$ cat src/hdl/tpds_pkg.sv
// Shared types and constants for the touch packet decoder.
// Holds the header codes, scaling constants, the raw packet record and parser phases.
// No dependencies.
package tpds_pkg;

    localparam logic [7:0] HDR_MASK     = 8'h81;
    localparam logic [7:0] HDR_PEN_DOWN = 8'h81;
    localparam logic [7:0] HDR_PEN_UP   = 8'h80;

    localparam int RAW_W = 12;

    // x = raw * 799 / 4000, division done as multiply by rounded-up reciprocal
    localparam int          X_PROD_W  = 22;
    localparam logic [9:0]  X_MUL     = 10'd799;
    localparam logic [22:0] X_RECIP   = 23'd4294968;
    localparam int          X_SHIFT   = 34;
    localparam int          X_W       = 10;

    // y = (raw - 120) * 479 / 3900, truncated toward zero
    localparam logic [12:0] Y_OFFSET  = 13'd120;
    localparam int          Y_PROD_W  = 21;
    localparam logic [8:0]  Y_MUL     = 9'd479;
    localparam logic [21:0] Y_RECIP   = 22'd2202548;
    localparam int          Y_SHIFT   = 33;
    localparam int          Y_MAG_W   = 9;
    localparam int          Y_W       = 10;

    typedef struct packed {
        logic             pen;
        logic [RAW_W-1:0] raw_x;
        logic [RAW_W-1:0] raw_y;
    } raw_pkt_t;

    typedef enum logic [4:0] {
        PH_HUNT = 5'b00001,
        PH_X_LO = 5'b00010,
        PH_X_HI = 5'b00100,
        PH_Y_LO = 5'b01000,
        PH_Y_HI = 5'b10000
    } phase_t;

endpackage

$ cat src/hdl/tpds_parser.sv
// Front end: hunts for header bytes and assembles four payload bytes.
// Pushes one raw packet per completed frame. Depends on tpds_pkg.
module tpds_parser
(
    input  logic               clk,
    input  logic               rst_n,
    input  logic               in_valid,
    output logic               in_ready,
    input  logic [7:0]         rx_byte,
    output logic               pkt_valid,
    input  logic               pkt_ready,
    output tpds_pkg::raw_pkt_t pkt
);
    import tpds_pkg::*;

    phase_t     phase_reg, phase_next;
    logic       pen_reg, pen_next;
    logic [11:0] raw_x_reg, raw_x_next;
    logic [6:0] raw_y_low_reg, raw_y_low_next;
    logic [7:0] hdr;
    logic       accept;

    assign in_ready  = (phase_reg != PH_Y_HI) || pkt_ready;
    assign accept    = in_valid && in_ready;
    assign pkt_valid = accept && (phase_reg == PH_Y_HI);
    assign hdr       = rx_byte & HDR_MASK;

    assign pkt.pen   = pen_reg;
    assign pkt.raw_x = raw_x_reg;
    assign pkt.raw_y = {rx_byte[4:0], raw_y_low_reg};

    always_comb
    begin
        phase_next     = phase_reg;
        pen_next       = pen_reg;
        raw_x_next     = raw_x_reg;
        raw_y_low_next = raw_y_low_reg;
        if (accept)
        begin
            case (phase_reg)
                PH_X_LO:
                begin
                    raw_x_next = {5'd0, rx_byte[6:0]};
                    phase_next = PH_X_HI;
                end
                PH_X_HI:
                begin
                    raw_x_next = {rx_byte[4:0], raw_x_reg[6:0]};
                    phase_next = PH_Y_LO;
                end
                PH_Y_LO:
                begin
                    raw_y_low_next = rx_byte[6:0];
                    phase_next     = PH_Y_HI;
                end
                PH_Y_HI:
                begin
                    phase_next = PH_HUNT;
                end
                default:
                begin
                    if (hdr == HDR_PEN_DOWN)
                    begin
                        pen_next   = 1'b1;
                        phase_next = PH_X_LO;
                    end
                    else if (hdr == HDR_PEN_UP)
                    begin
                        pen_next   = 1'b0;
                        phase_next = PH_X_LO;
                    end
                    else
                    begin
                        phase_next = PH_HUNT;
                    end
                end
            endcase
        end
    end

    always_ff @(posedge clk or negedge rst_n)
    begin
        if (!rst_n)
        begin
            phase_reg <= PH_HUNT;
        end
        else
        begin
            phase_reg <= phase_next;
        end
    end

    always_ff @(posedge clk)
    begin
        pen_reg       <= pen_next;
        raw_x_reg     <= raw_x_next;
        raw_y_low_reg <= raw_y_low_next;
    end

    a_stall_only_on_last: assert property (@(posedge clk) disable iff (!rst_n)
        !in_ready |-> (phase_reg == PH_Y_HI))
        else $error("parser stalled outside the last payload byte");

    a_push_returns_to_hunt: assert property (@(posedge clk) disable iff (!rst_n)
        pkt_valid |=> (phase_reg == PH_HUNT))
        else $error("parser did not return to hunting after a packet");

endmodule

$ cat src/hdl/tpds_queue.sv
// Short queue of raw packets between the parser and the scaler.
// Register-based circular buffer. Depends on tpds_pkg.
module tpds_queue
#(
    parameter int DEPTH = 2
)
(
    input  logic               clk,
    input  logic               rst_n,
    input  logic               push_valid,
    output logic               push_ready,
    input  tpds_pkg::raw_pkt_t push_data,
    output logic               pop_valid,
    input  logic               pop_ready,
    output tpds_pkg::raw_pkt_t pop_data
);
    import tpds_pkg::*;

    localparam int PTR_W = (DEPTH > 1) ? $clog2(DEPTH) : 1;
    localparam int CNT_W = $clog2(DEPTH + 1);

    raw_pkt_t         mem_reg [DEPTH];
    logic [PTR_W-1:0] wptr_reg, wptr_next;
    logic [PTR_W-1:0] rptr_reg, rptr_next;
    logic [CNT_W-1:0] count_reg, count_next;
    logic             push;
    logic             pop;

    assign push_ready = (count_reg != CNT_W'(DEPTH));
    assign pop_valid  = (count_reg != '0);
    assign pop_data   = mem_reg[rptr_reg];
    assign push       = push_valid && push_ready;
    assign pop        = pop_valid && pop_ready;

    always_comb
    begin
        wptr_next  = wptr_reg;
        rptr_next  = rptr_reg;
        count_next = count_reg;
        if (push)
        begin
            wptr_next = (wptr_reg == PTR_W'(DEPTH - 1)) ? '0 : wptr_reg + 1'b1;
        end
        if (pop)
        begin
            rptr_next = (rptr_reg == PTR_W'(DEPTH - 1)) ? '0 : rptr_reg + 1'b1;
        end
        if (push && !pop)
        begin
            count_next = count_reg + 1'b1;
        end
        else if (pop && !push)
        begin
            count_next = count_reg - 1'b1;
        end
    end

    always_ff @(posedge clk or negedge rst_n)
    begin
        if (!rst_n)
        begin
            wptr_reg  <= '0;
            rptr_reg  <= '0;
            count_reg <= '0;
        end
        else
        begin
            wptr_reg  <= wptr_next;
            rptr_reg  <= rptr_next;
            count_reg <= count_next;
        end
    end

    always_ff @(posedge clk)
    begin
        if (push)
        begin
            mem_reg[wptr_reg] <= push_data;
        end
    end

    a_count_bound: assert property (@(posedge clk) disable iff (!rst_n)
        count_reg <= CNT_W'(DEPTH))
        else $error("queue count above depth");

    a_count_grows: assert property (@(posedge clk) disable iff (!rst_n)
        (push && !pop) |=> (count_reg == $past(count_reg) + 1'b1))
        else $error("queue count did not follow a lone push");

endmodule

$ cat src/hdl/tpds_scaler.sv
// Back end: scales raw coordinates to screen pixels in three stages.
// Constant multiply, reciprocal multiply, sign and output register. Depends on tpds_pkg.
module tpds_scaler
(
    input  logic               clk,
    input  logic               rst_n,
    input  logic               in_valid,
    output logic               in_ready,
    input  tpds_pkg::raw_pkt_t in_pkt,
    output logic               out_valid,
    input  logic               out_ready,
    output logic               pen_down,
    output logic [9:0]         screen_x,
    output logic signed [9:0]  screen_y
);
    import tpds_pkg::*;

    localparam int XR_W = X_PROD_W + $bits(X_RECIP);
    localparam int YR_W = Y_PROD_W + $bits(Y_RECIP);

    logic                en1, en2, en3;
    logic                v1_reg, v2_reg, v3_reg;

    logic [12:0]         dy;
    logic                dy_neg;
    logic [12:0]         dy_abs;

    logic                pen1_reg;
    logic [X_PROD_W-1:0] px1_reg;
    logic [Y_PROD_W-1:0] py1_reg;
    logic                neg1_reg;

    logic [XR_W-1:0]     xr;
    logic [YR_W-1:0]     yr;
    logic                pen2_reg;
    logic [X_W-1:0]      qx2_reg;
    logic [Y_MAG_W-1:0]  qy2_reg;
    logic                neg2_reg;

    logic [Y_W-1:0]      y_mag;
    logic                pen3_reg;
    logic [X_W-1:0]      x3_reg;
    logic [Y_W-1:0]      y3_reg;

    assign en3      = !v3_reg || out_ready;
    assign en2      = !v2_reg || en3;
    assign en1      = !v1_reg || en2;
    assign in_ready = en1;

    assign dy     = {1'b0, in_pkt.raw_y} - Y_OFFSET;
    assign dy_neg = dy[12];
    assign dy_abs = dy_neg ? (Y_OFFSET - {1'b0, in_pkt.raw_y}) : dy;

    assign xr    = XR_W'(px1_reg) * XR_W'(X_RECIP);
    assign yr    = YR_W'(py1_reg) * YR_W'(Y_RECIP);
    assign y_mag = {1'b0, qy2_reg};

    always_ff @(posedge clk or negedge rst_n)
    begin
        if (!rst_n)
        begin
            v1_reg <= 1'b0;
            v2_reg <= 1'b0;
            v3_reg <= 1'b0;
        end
        else
        begin
            if (en1)
            begin
                v1_reg <= in_valid;
            end
            if (en2)
            begin
                v2_reg <= v1_reg;
            end
            if (en3)
            begin
                v3_reg <= v2_reg;
            end
        end
    end

    always_ff @(posedge clk)
    begin
        if (en1)
        begin
            pen1_reg <= in_pkt.pen;
            px1_reg  <= X_PROD_W'(in_pkt.raw_x) * X_PROD_W'(X_MUL);
            py1_reg  <= Y_PROD_W'(dy_abs[11:0]) * Y_PROD_W'(Y_MUL);
            neg1_reg <= dy_neg;
        end
        if (en2)
        begin
            pen2_reg <= pen1_reg;
            qx2_reg  <= xr[X_SHIFT +: X_W];
            qy2_reg  <= yr[Y_SHIFT +: Y_MAG_W];
            neg2_reg <= neg1_reg;
        end
        if (en3)
        begin
            pen3_reg <= pen2_reg;
            x3_reg   <= qx2_reg;
            y3_reg   <= neg2_reg ? (~y_mag + 1'b1) : y_mag;
        end
    end

    assign out_valid = v3_reg;
    assign pen_down  = pen3_reg;
    assign screen_x  = x3_reg;
    assign screen_y  = y3_reg;

    a_stage_moves: assert property (@(posedge clk) disable iff (!rst_n)
        (v1_reg && en2) |=> v2_reg)
        else $error("scaler lost an item between stages");

    a_x_range: assert property (@(posedge clk) disable iff (!rst_n)
        v2_reg |-> (qx2_reg <= X_W'(817)))
        else $error("scaled x out of range");

endmodule

$ cat src/hdl/touch_packet_decode_scale.sv
// Top level of the touch packet decoder with screen scaling.
// Joins parser, packet queue and scaler. Depends on tpds_pkg and all tpds_ modules.
//
// Takes one serial byte per cycle on the in channel unless stalled. Bytes are skipped
// until a header (bits 7 and 0 masked, 0x81 pen down or 0x80 pen up); the next four
// bytes give x low 7, x high 5, y low 7 and y high 5 bits. Each frame yields one
// event: pen_down, screen_x = x*799/4000 and signed screen_y = (y-120)*479/3900
// truncated toward zero. Sustained rate is one byte per cycle while the output is
// not stalled; the scaler is a three-stage pipeline of constant multipliers taking
// one packet per cycle while out_ready allows. A queue of QUEUE_DEPTH packets lets
// the parser keep taking bytes while the output is stalled.
module touch_packet_decode_scale
#(
    parameter int QUEUE_DEPTH = 2
)
(
    input  logic              clk,
    input  logic              rst_n,
    input  logic              in_valid,
    output logic              in_ready,
    input  logic [7:0]        rx_byte,
    output logic              out_valid,
    input  logic              out_ready,
    output logic              pen_down,
    output logic [9:0]        screen_x,
    output logic signed [9:0] screen_y
);
    import tpds_pkg::*;

    logic     pkt_valid;
    logic     pkt_ready;
    raw_pkt_t pkt;
    logic     q_valid;
    logic     q_ready;
    raw_pkt_t q_pkt;

    tpds_parser u_parser
    (
        .clk       (clk),
        .rst_n     (rst_n),
        .in_valid  (in_valid),
        .in_ready  (in_ready),
        .rx_byte   (rx_byte),
        .pkt_valid (pkt_valid),
        .pkt_ready (pkt_ready),
        .pkt       (pkt)
    );

    tpds_queue #(.DEPTH(QUEUE_DEPTH)) u_queue
    (
        .clk        (clk),
        .rst_n      (rst_n),
        .push_valid (pkt_valid),
        .push_ready (pkt_ready),
        .push_data  (pkt),
        .pop_valid  (q_valid),
        .pop_ready  (q_ready),
        .pop_data   (q_pkt)
    );

    tpds_scaler u_scaler
    (
        .clk       (clk),
        .rst_n     (rst_n),
        .in_valid  (q_valid),
        .in_ready  (q_ready),
        .in_pkt    (q_pkt),
        .out_valid (out_valid),
        .out_ready (out_ready),
        .pen_down  (pen_down),
        .screen_x  (screen_x),
        .screen_y  (screen_y)
    );

endmodule

$ cat config.mk
export PLATFORM = sky130hd
export DESIGN_NAME = touch_packet_decode_scale
export DESIGN_NICKNAME = d
export VERILOG_FILES = /design/src/hdl/tpds_pkg.sv /design/src/hdl/tpds_parser.sv /design/src/hdl/tpds_queue.sv /design/src/hdl/tpds_scaler.sv /design/src/hdl/touch_packet_decode_scale.sv
export SDC_FILE = /design/constraint.sdc
export NUM_CORES = 1
export LEC_CHECK = 0
export BUFFER_PORTS_ARGS = -buffer_cell sky130_fd_sc_hd__buf_2
export CORE_MARGIN = 2
export CORE_UTILIZATION = 25
export DETAILED_ROUTE_END_ITERATION = 16
export SYNTH_ARGS = -nofsm -noshare
export SYNTH_HDL_FRONTEND = slang
export SYNTH_SLANG_ARGS = --single-unit
$ cat constraint.sdc
create_clock -name clk -period 8.2 [get_ports clk]
set_input_delay 1.64 -clock clk [delete_from_list [all_inputs] [get_ports clk]]
set_output_delay 1.64 -clock clk [all_outputs]
set_load 0.02 [all_outputs]
# Yosys cells after proc, flatten, opt, wreduce, memory -nomap -nowiden
# Memory sizes are Yosys's and may differ from the RTL's.
# Index checks and enable logic that the tools add are counted.
# op_classes
n_eq_ne	8
bitwise_logic	3
muxes	13
multipliers	4
reduce_logical	24
addsub	7
# op_table
cell	n
$mul 22x20->41 const B	1
$mul 21x20->40 const B	1
$pmux 12 s2	1
$mul 12x10->22 const B	1
$mul 12x9->21 const B	1
$pmux 5 s4	1
$sub 12x7->13 const B	1
$mux 12	1
$sub 7x12->12 const A	1
$add 10x1->10 const B	1
$not 9->10	1
$mux 9	1
$reduce_bool 2->1	4
$logic_and 1x1->1	6
$mux 2	3
$reduce_and 3->1	2
$eq 5x2->1 const B	1
$eq 5x3->1 const B	1
$eq 5x4->1 const B	1
$eq 5x5->1 const B	1
$logic_not 1->1	5
$mux 1	5
$mux 5	1
$ne 5x5->1 const B	1
9 further kinds	16
# totals
mem_bits_rw	50
out_inout_bits	23
inputBits	12
reg_bits	119
n_memories	1
# memory_table
memory	words	word_bits	read_ports	rd_ports_with_merged_regs	wr	line	text
u_queue.mem_reg	2	25	1	0	1	tpds_queue.sv:22	raw_pkt_t mem_reg [DEPTH];

# Logic depth before layout (Yosys ltp)
# depth
word_depth	9
depth_mapped	26

# Hierarchy
# Synthesis repeated with hierarchy kept, for this count alone.
# unflattened
cells_unflattened	2252
area_unflattened_um2	24476.0
# by_module_without_submodules
module	instances	cells_per_inst	seq_area_each_um2	area_per_inst_um2
tpds_scaler	1	2076	2687.6	21284.2
tpds_queue	1	96	1601.5	2099.5
tpds_parser	1	80	726.9	1092.3

# Worst setup path after synthesis
# OpenSTA, ideal clock, no wires.
# synth_timing
path_type	register to register
from	register u_scaler.py1_reg[11]
to	register u_scaler.qy2_reg[8] (data pin)
setup_slack_ps	2131
setup_time_ps	259
path_buffers	0
path_stages_with_launch	23
arrival_time_ps	5809
path_cell_list	edfxtp_1 > inv_1 > fa_1 > fa_1 > inv_1 > ha_1 > inv_1 > fa_1 > inv_1 > fa_1 > fa_1 > inv_1 > fa_1 > inv_1 > ha_1 > nand4_1 > a2111oi_2 > o41ai_1 > a211oi_2 > o41ai_2 > o41ai_2 > a21oi_1 > xnor2_1
# synth_via
elab_chain_cells	1
# synth_rtl
element	line	text
start, declared	tpds_scaler.sv:30	logic [Y_PROD_W-1:0] py1_reg;
start signal, assigned	tpds_scaler.sv:89	py1_reg <= Y_PROD_W'(dy_abs[11:0]) * Y_PROD_W'(Y_MUL);
$mul 21x20->40	tpds_scaler.sv:55	assign yr = YR_W'(py1_reg) * YR_W'(Y_RECIP);
net u_scaler.yr[41]	tpds_scaler.sv:34	logic [YR_W-1:0] yr;
end signal, assigned	tpds_scaler.sv:96	qy2_reg <= yr[Y_SHIFT +: Y_MAG_W];
end, declared	tpds_scaler.sv:37	logic [Y_MAG_W-1:0] qy2_reg;
# The timed path passes the listed nets, and every way through them passes these cells.
# A chain may end at the register's enable or synchronous reset.

# Worst setup path in the final report
# layout_timing
from	register u_queue.rptr_reg
to	register u_scaler.py1_reg[19] (data pin)
# layout_via
elab_chain_cells	4
elab_cells_between_ends	5
# layout_rtl
element	line	text
start, declared	tpds_queue.sv:24	logic [PTR_W-1:0] rptr_reg, rptr_next;
start signal, assigned	tpds_queue.sv:69	rptr_reg <= rptr_next;
$mem_v2 2x25 *	n/a	
$sub 12x7->13 / $sub 7x12->12 (equally long branches)	tpds_scaler.sv:50, tpds_scaler.sv:52	
$mux 12 *	tpds_scaler.sv:52	assign dy_abs = dy_neg ? (Y_OFFSET - {1'b0, in_pkt.raw_y}) : dy;
$mul 12x9->21 *	tpds_scaler.sv:89	
# Mark *: on every way between the ends. The rest lies on a longest branch, timed or not.

==> impl_metrics.csv <==
group,metric,value,unit
logic_synthesis,synth.most_common_cell,"inv_1",
status,status,"completed",
worst_setup_path,reg2reg_depth,23,
drt,drtIter0Drc,613,
clock_network,cts_buffers,17,
sta,relSlewSlack,25.3,%
logic_synthesis,synth_largest_area_cell,"fa_1",
clock_network,clock_tree.buffer_depth,2,
layout,seq_area,5020,um2
floorplan,row_count,113,
min_path,min-delay-path-class,"flip-flop to flip-flop",
worst_setup_path,critPathKind,"flip-flop to flip-flop",
flow_run,cap_violations,0,
placed_design,place_ws,1.23,ns
drt,drc,0,
floorplan,floorplan.initialDensity,25.2,%
logic_synthesis,syn_area,23900,um2
floorplan,die_h,313,um
placed_design,gp_congestion,0.872,
logic_synthesis,synth_top_area_share,28.5,%
floorplan,io_pins,35,
logic_synthesis,async_flop_share,7.10,%
clock_network,cts.sinks,169,
logic_synthesis,synth_area_leaders,"fa_1 (29%), ha_1 (26%), edfxtp_1 (20%)",
global_routing,grt_max_degree,48,
sta,finalClockSkew,0.0229,ns
min_path,hold_end,"u_scaler.screen_x[2]",
worst_setup_path,startpoint_type,"flip-flop",
worst_setup_path,worst_ep_arrival_time,7.13,ns
worst_setup_path,cp_slowest_cell,"dfrtp_1",
global_routing,grt_use_total,10.2,%
sta,finalWorstSetupSlack,1.29,ns
floorplan,die_w,313,um
sta,rsz0062_at_grt,"false",
drt,avgViaCountPerCell,4.03,
drt,wirelength,47700,um
logic_synthesis,yosysSeqAreaShare,20.9,%
placed_design,dp_hpwl,41900,um
global_routing,antenna_found_initial,3,
clock_network,cts_resized,0,
clock_network,hold_buffers,0,
min_path,min_path_cells,0,
worst_setup_path,path_delay_family,"adder cells",
logic_synthesis,syn_nets,3040,
worst_setup_path,worstPathMaxFanout,17,
worst_setup_path,required,8.41,ns
logic_synthesis,netlist_instances,2191,
logic_synthesis,synth_cell_type_count,73,
floorplan,die-area,98300,um2
drt,ant_nets,0,
layout,finalNetCount,3092,
layout,area_delta_synth_final,9.81,%
drt,first_pass_iters,5,
clock_network,h-tree-depth,4,
min_path,min_from,"u_scaler.qx2_reg[2]",
logic_synthesis,ys.flop_type,"edfxtp_1",
worst_setup_path,reg2reg_to,"u_scaler.py1_reg[19]",
layout,drive_above_1_share,4.79,%
layout,n_fill_cell,9975,
clock_network,cts_setup_buffers,0,
sta,tns,0,ns
layout,multi_input_area,16300,um2
global_routing,grt_pass1_vias,15209,
floorplan,coreArea,95000,um2
drt,dr_total_vias,14179,
sta,slew_viol_final,0,
worst_setup_path,cp_slowest_stage_delay,0.76,ns
sta,hold_viol_final,0,
logic_synthesis,synth_edf_count,157,
clock_network,worstSkewPairLatency,0.46,ns
sta,setup_viol,0,
sta,fin_crit_sh,84.3,%
logic_synthesis,avgSynthCellArea,10.9,um2
clock_network,path_clk_slew,0.08,ns
layout,largest_reg_flops,50,
drt,wl_per_cell,13.5,um
worst_setup_path,worstPathCellList,"buf_4 > a32o_1 > and3_1 > a21oi_2 > and2_2 > a2bb2oi_1 > xnor2_1 > fa_1 > fa_1 > inv_1 > ha_1 > inv_1 > fa_1 > inv_1 > ha_1 > a21o_1 > a21oi_1 > o21ai_0 > a31o_2 > a211oi_2 > nor3_1 > a311oi_1 > xnor2_1",
global_routing,grt-ovfl-total,0,
logic_synthesis,synthTopCellsByCount,"inv_1 (692), ha_1 (496), fa_1 (341)",
sta,fmax,145,MHz
worst_setup_path,endpoint_kind,"flip-flop",
placed_design,port_buffers,34,
global_routing,grt_pass1_wl,79600,um
logic_synthesis,yosysWarnings,0,
logic_synthesis,ys_ff_latch,169,
worst_setup_path,path_buf_inv,4,
worst_setup_path,reg2reg_slack,1.29,ns
worst_setup_path,r2r-start,"u_queue.rptr_reg",
sta,min_period,6.91,ns
clock_network,tritoncts,"yes",
layout,n_antenna_cell,0,
sta,tightestPinTransition,1.12,ns
clock_network,cts_root_buf,"clkbuf_16",
## worst register-to-register path: stages, from the launching register on
cell	delay, ns
dfrtp_1	0.76
buf_4	0.40
a32o_1	0.31
and3_1	0.24
a21oi_2	0.15
and2_2	0.25
a2bb2oi_1	0.16
xnor2_1	0.46
fa_1	0.55
fa_1	0.52
inv_1	0.04
ha_1	0.27
inv_1	0.05
fa_1	0.58
inv_1	0.05
ha_1	0.28
a21o_1	0.15
a21oi_1	0.21
o21ai_0	0.14
a31o_2	0.29
a211oi_2	0.20
nor3_1	0.12
a311oi_1	0.34
xnor2_1	0.11
## kinds of logic after synthesis
| group | share of synthesized area [%] |
|---|---|
| adder cells (fa/ha/maj) | 54.4 |
| XOR/XNOR | 2.93 |
| AND/OR/NAND/NOR | 4.03 |
| AO/OA/AOI/OAI | 5.37 |
| multiplexers | 1.27 |
| buffers and inverters | 11.0 |
| flip-flops | 20.9 |
## layout make-up
cell class	count	area share [%]
Multi-Input combinational cell	1323	62.0
Clock inverter	14	0.595
Timing Repair Buffer	40	0.818
Inverter	692	9.88
Clock buffer	18	1.63
Sequential cell	169	19.1
Tap cell	1265	6.02
## placed cells by master (no fill, tap or decap), drive strengths merged, types with 7 or more instances in the layout
| master | netlist | layout |
|---|---|---|
| ha | 496 | 496 |
| and3 | 7 | 7 |
| nand3 | 19 | 19 |
| nand2b | 10 | 10 |
| nor2 | 39 | 39 |
| dfrtp | 11 | 11 |
| nand4 | 9 | 9 |
| a21o | 22 | 22 |
| fa | 341 | 341 |
| o21ai | 28 | 28 |
| a211oi | 11 | 11 |
| nor3 | 14 | 14 |
| a21oi | 62 | 62 |
| mux2 | 12 | 12 |
| inv | 692 | 699 |
| clkbuf | 3 | 18 |
| xnor2 | 58 | 58 |
| nand2 | 48 | 48 |
| xor2 | 22 | 22 |
| and2 | 11 | 11 |
| edfxtp | 157 | 157 |
| buf | 4 | 40 |
| nor2b | 15 | 15 |
| mux2i | 17 | 17 |
| clkinv | 0 | 7 |
## through the flow
stage	utilization (%)	cells	hold slack, ns	instance area (um2)
2_1_floorplan	-	2191	0.400	23900
3_3_place_gp	27.1	3489	0.404	25700
3_5_place_dp	27.1	3489	0.405	25700
4_1_cts	27.7	3521	0.421	26300
5_1_grt	27.7	3521	0.428	26300
6_report	27.7	3521	0.419	26300
## metal layers
layer  vias to the layer above  part of all wire [%]  track usage, %
met5                         -                     0               0
met4                         0                   1.1            1.76
met3                        30                   3.3            1.56
met1                      6917                    51            14.7
li1                       7057                     -               -
met2                       175                    45            16.4
## worst max-delay path by stage
stage	from	end	slack [ns]	cells after the start
floorplan	u_scaler.py1_reg[11]	u_scaler.qy2_reg[8]	2.13	22
CTS	u_queue.rptr_reg	u_scaler.py1_reg[19]	1.23	23
global route	u_queue.rptr_reg	u_scaler.py1_reg[19]	0.69	23
global placement	u_queue.rptr_reg	u_scaler.py1_reg[19]	1.41	23
finish	u_queue.rptr_reg	u_scaler.py1_reg[19]	1.29	23
detailed placement	u_queue.rptr_reg	u_scaler.py1_reg[19]	1.23	23
Power is left out: the tool's default activity adds up to more than one toggle a clock period on the data nets, which glitch-free logic cannot reach.
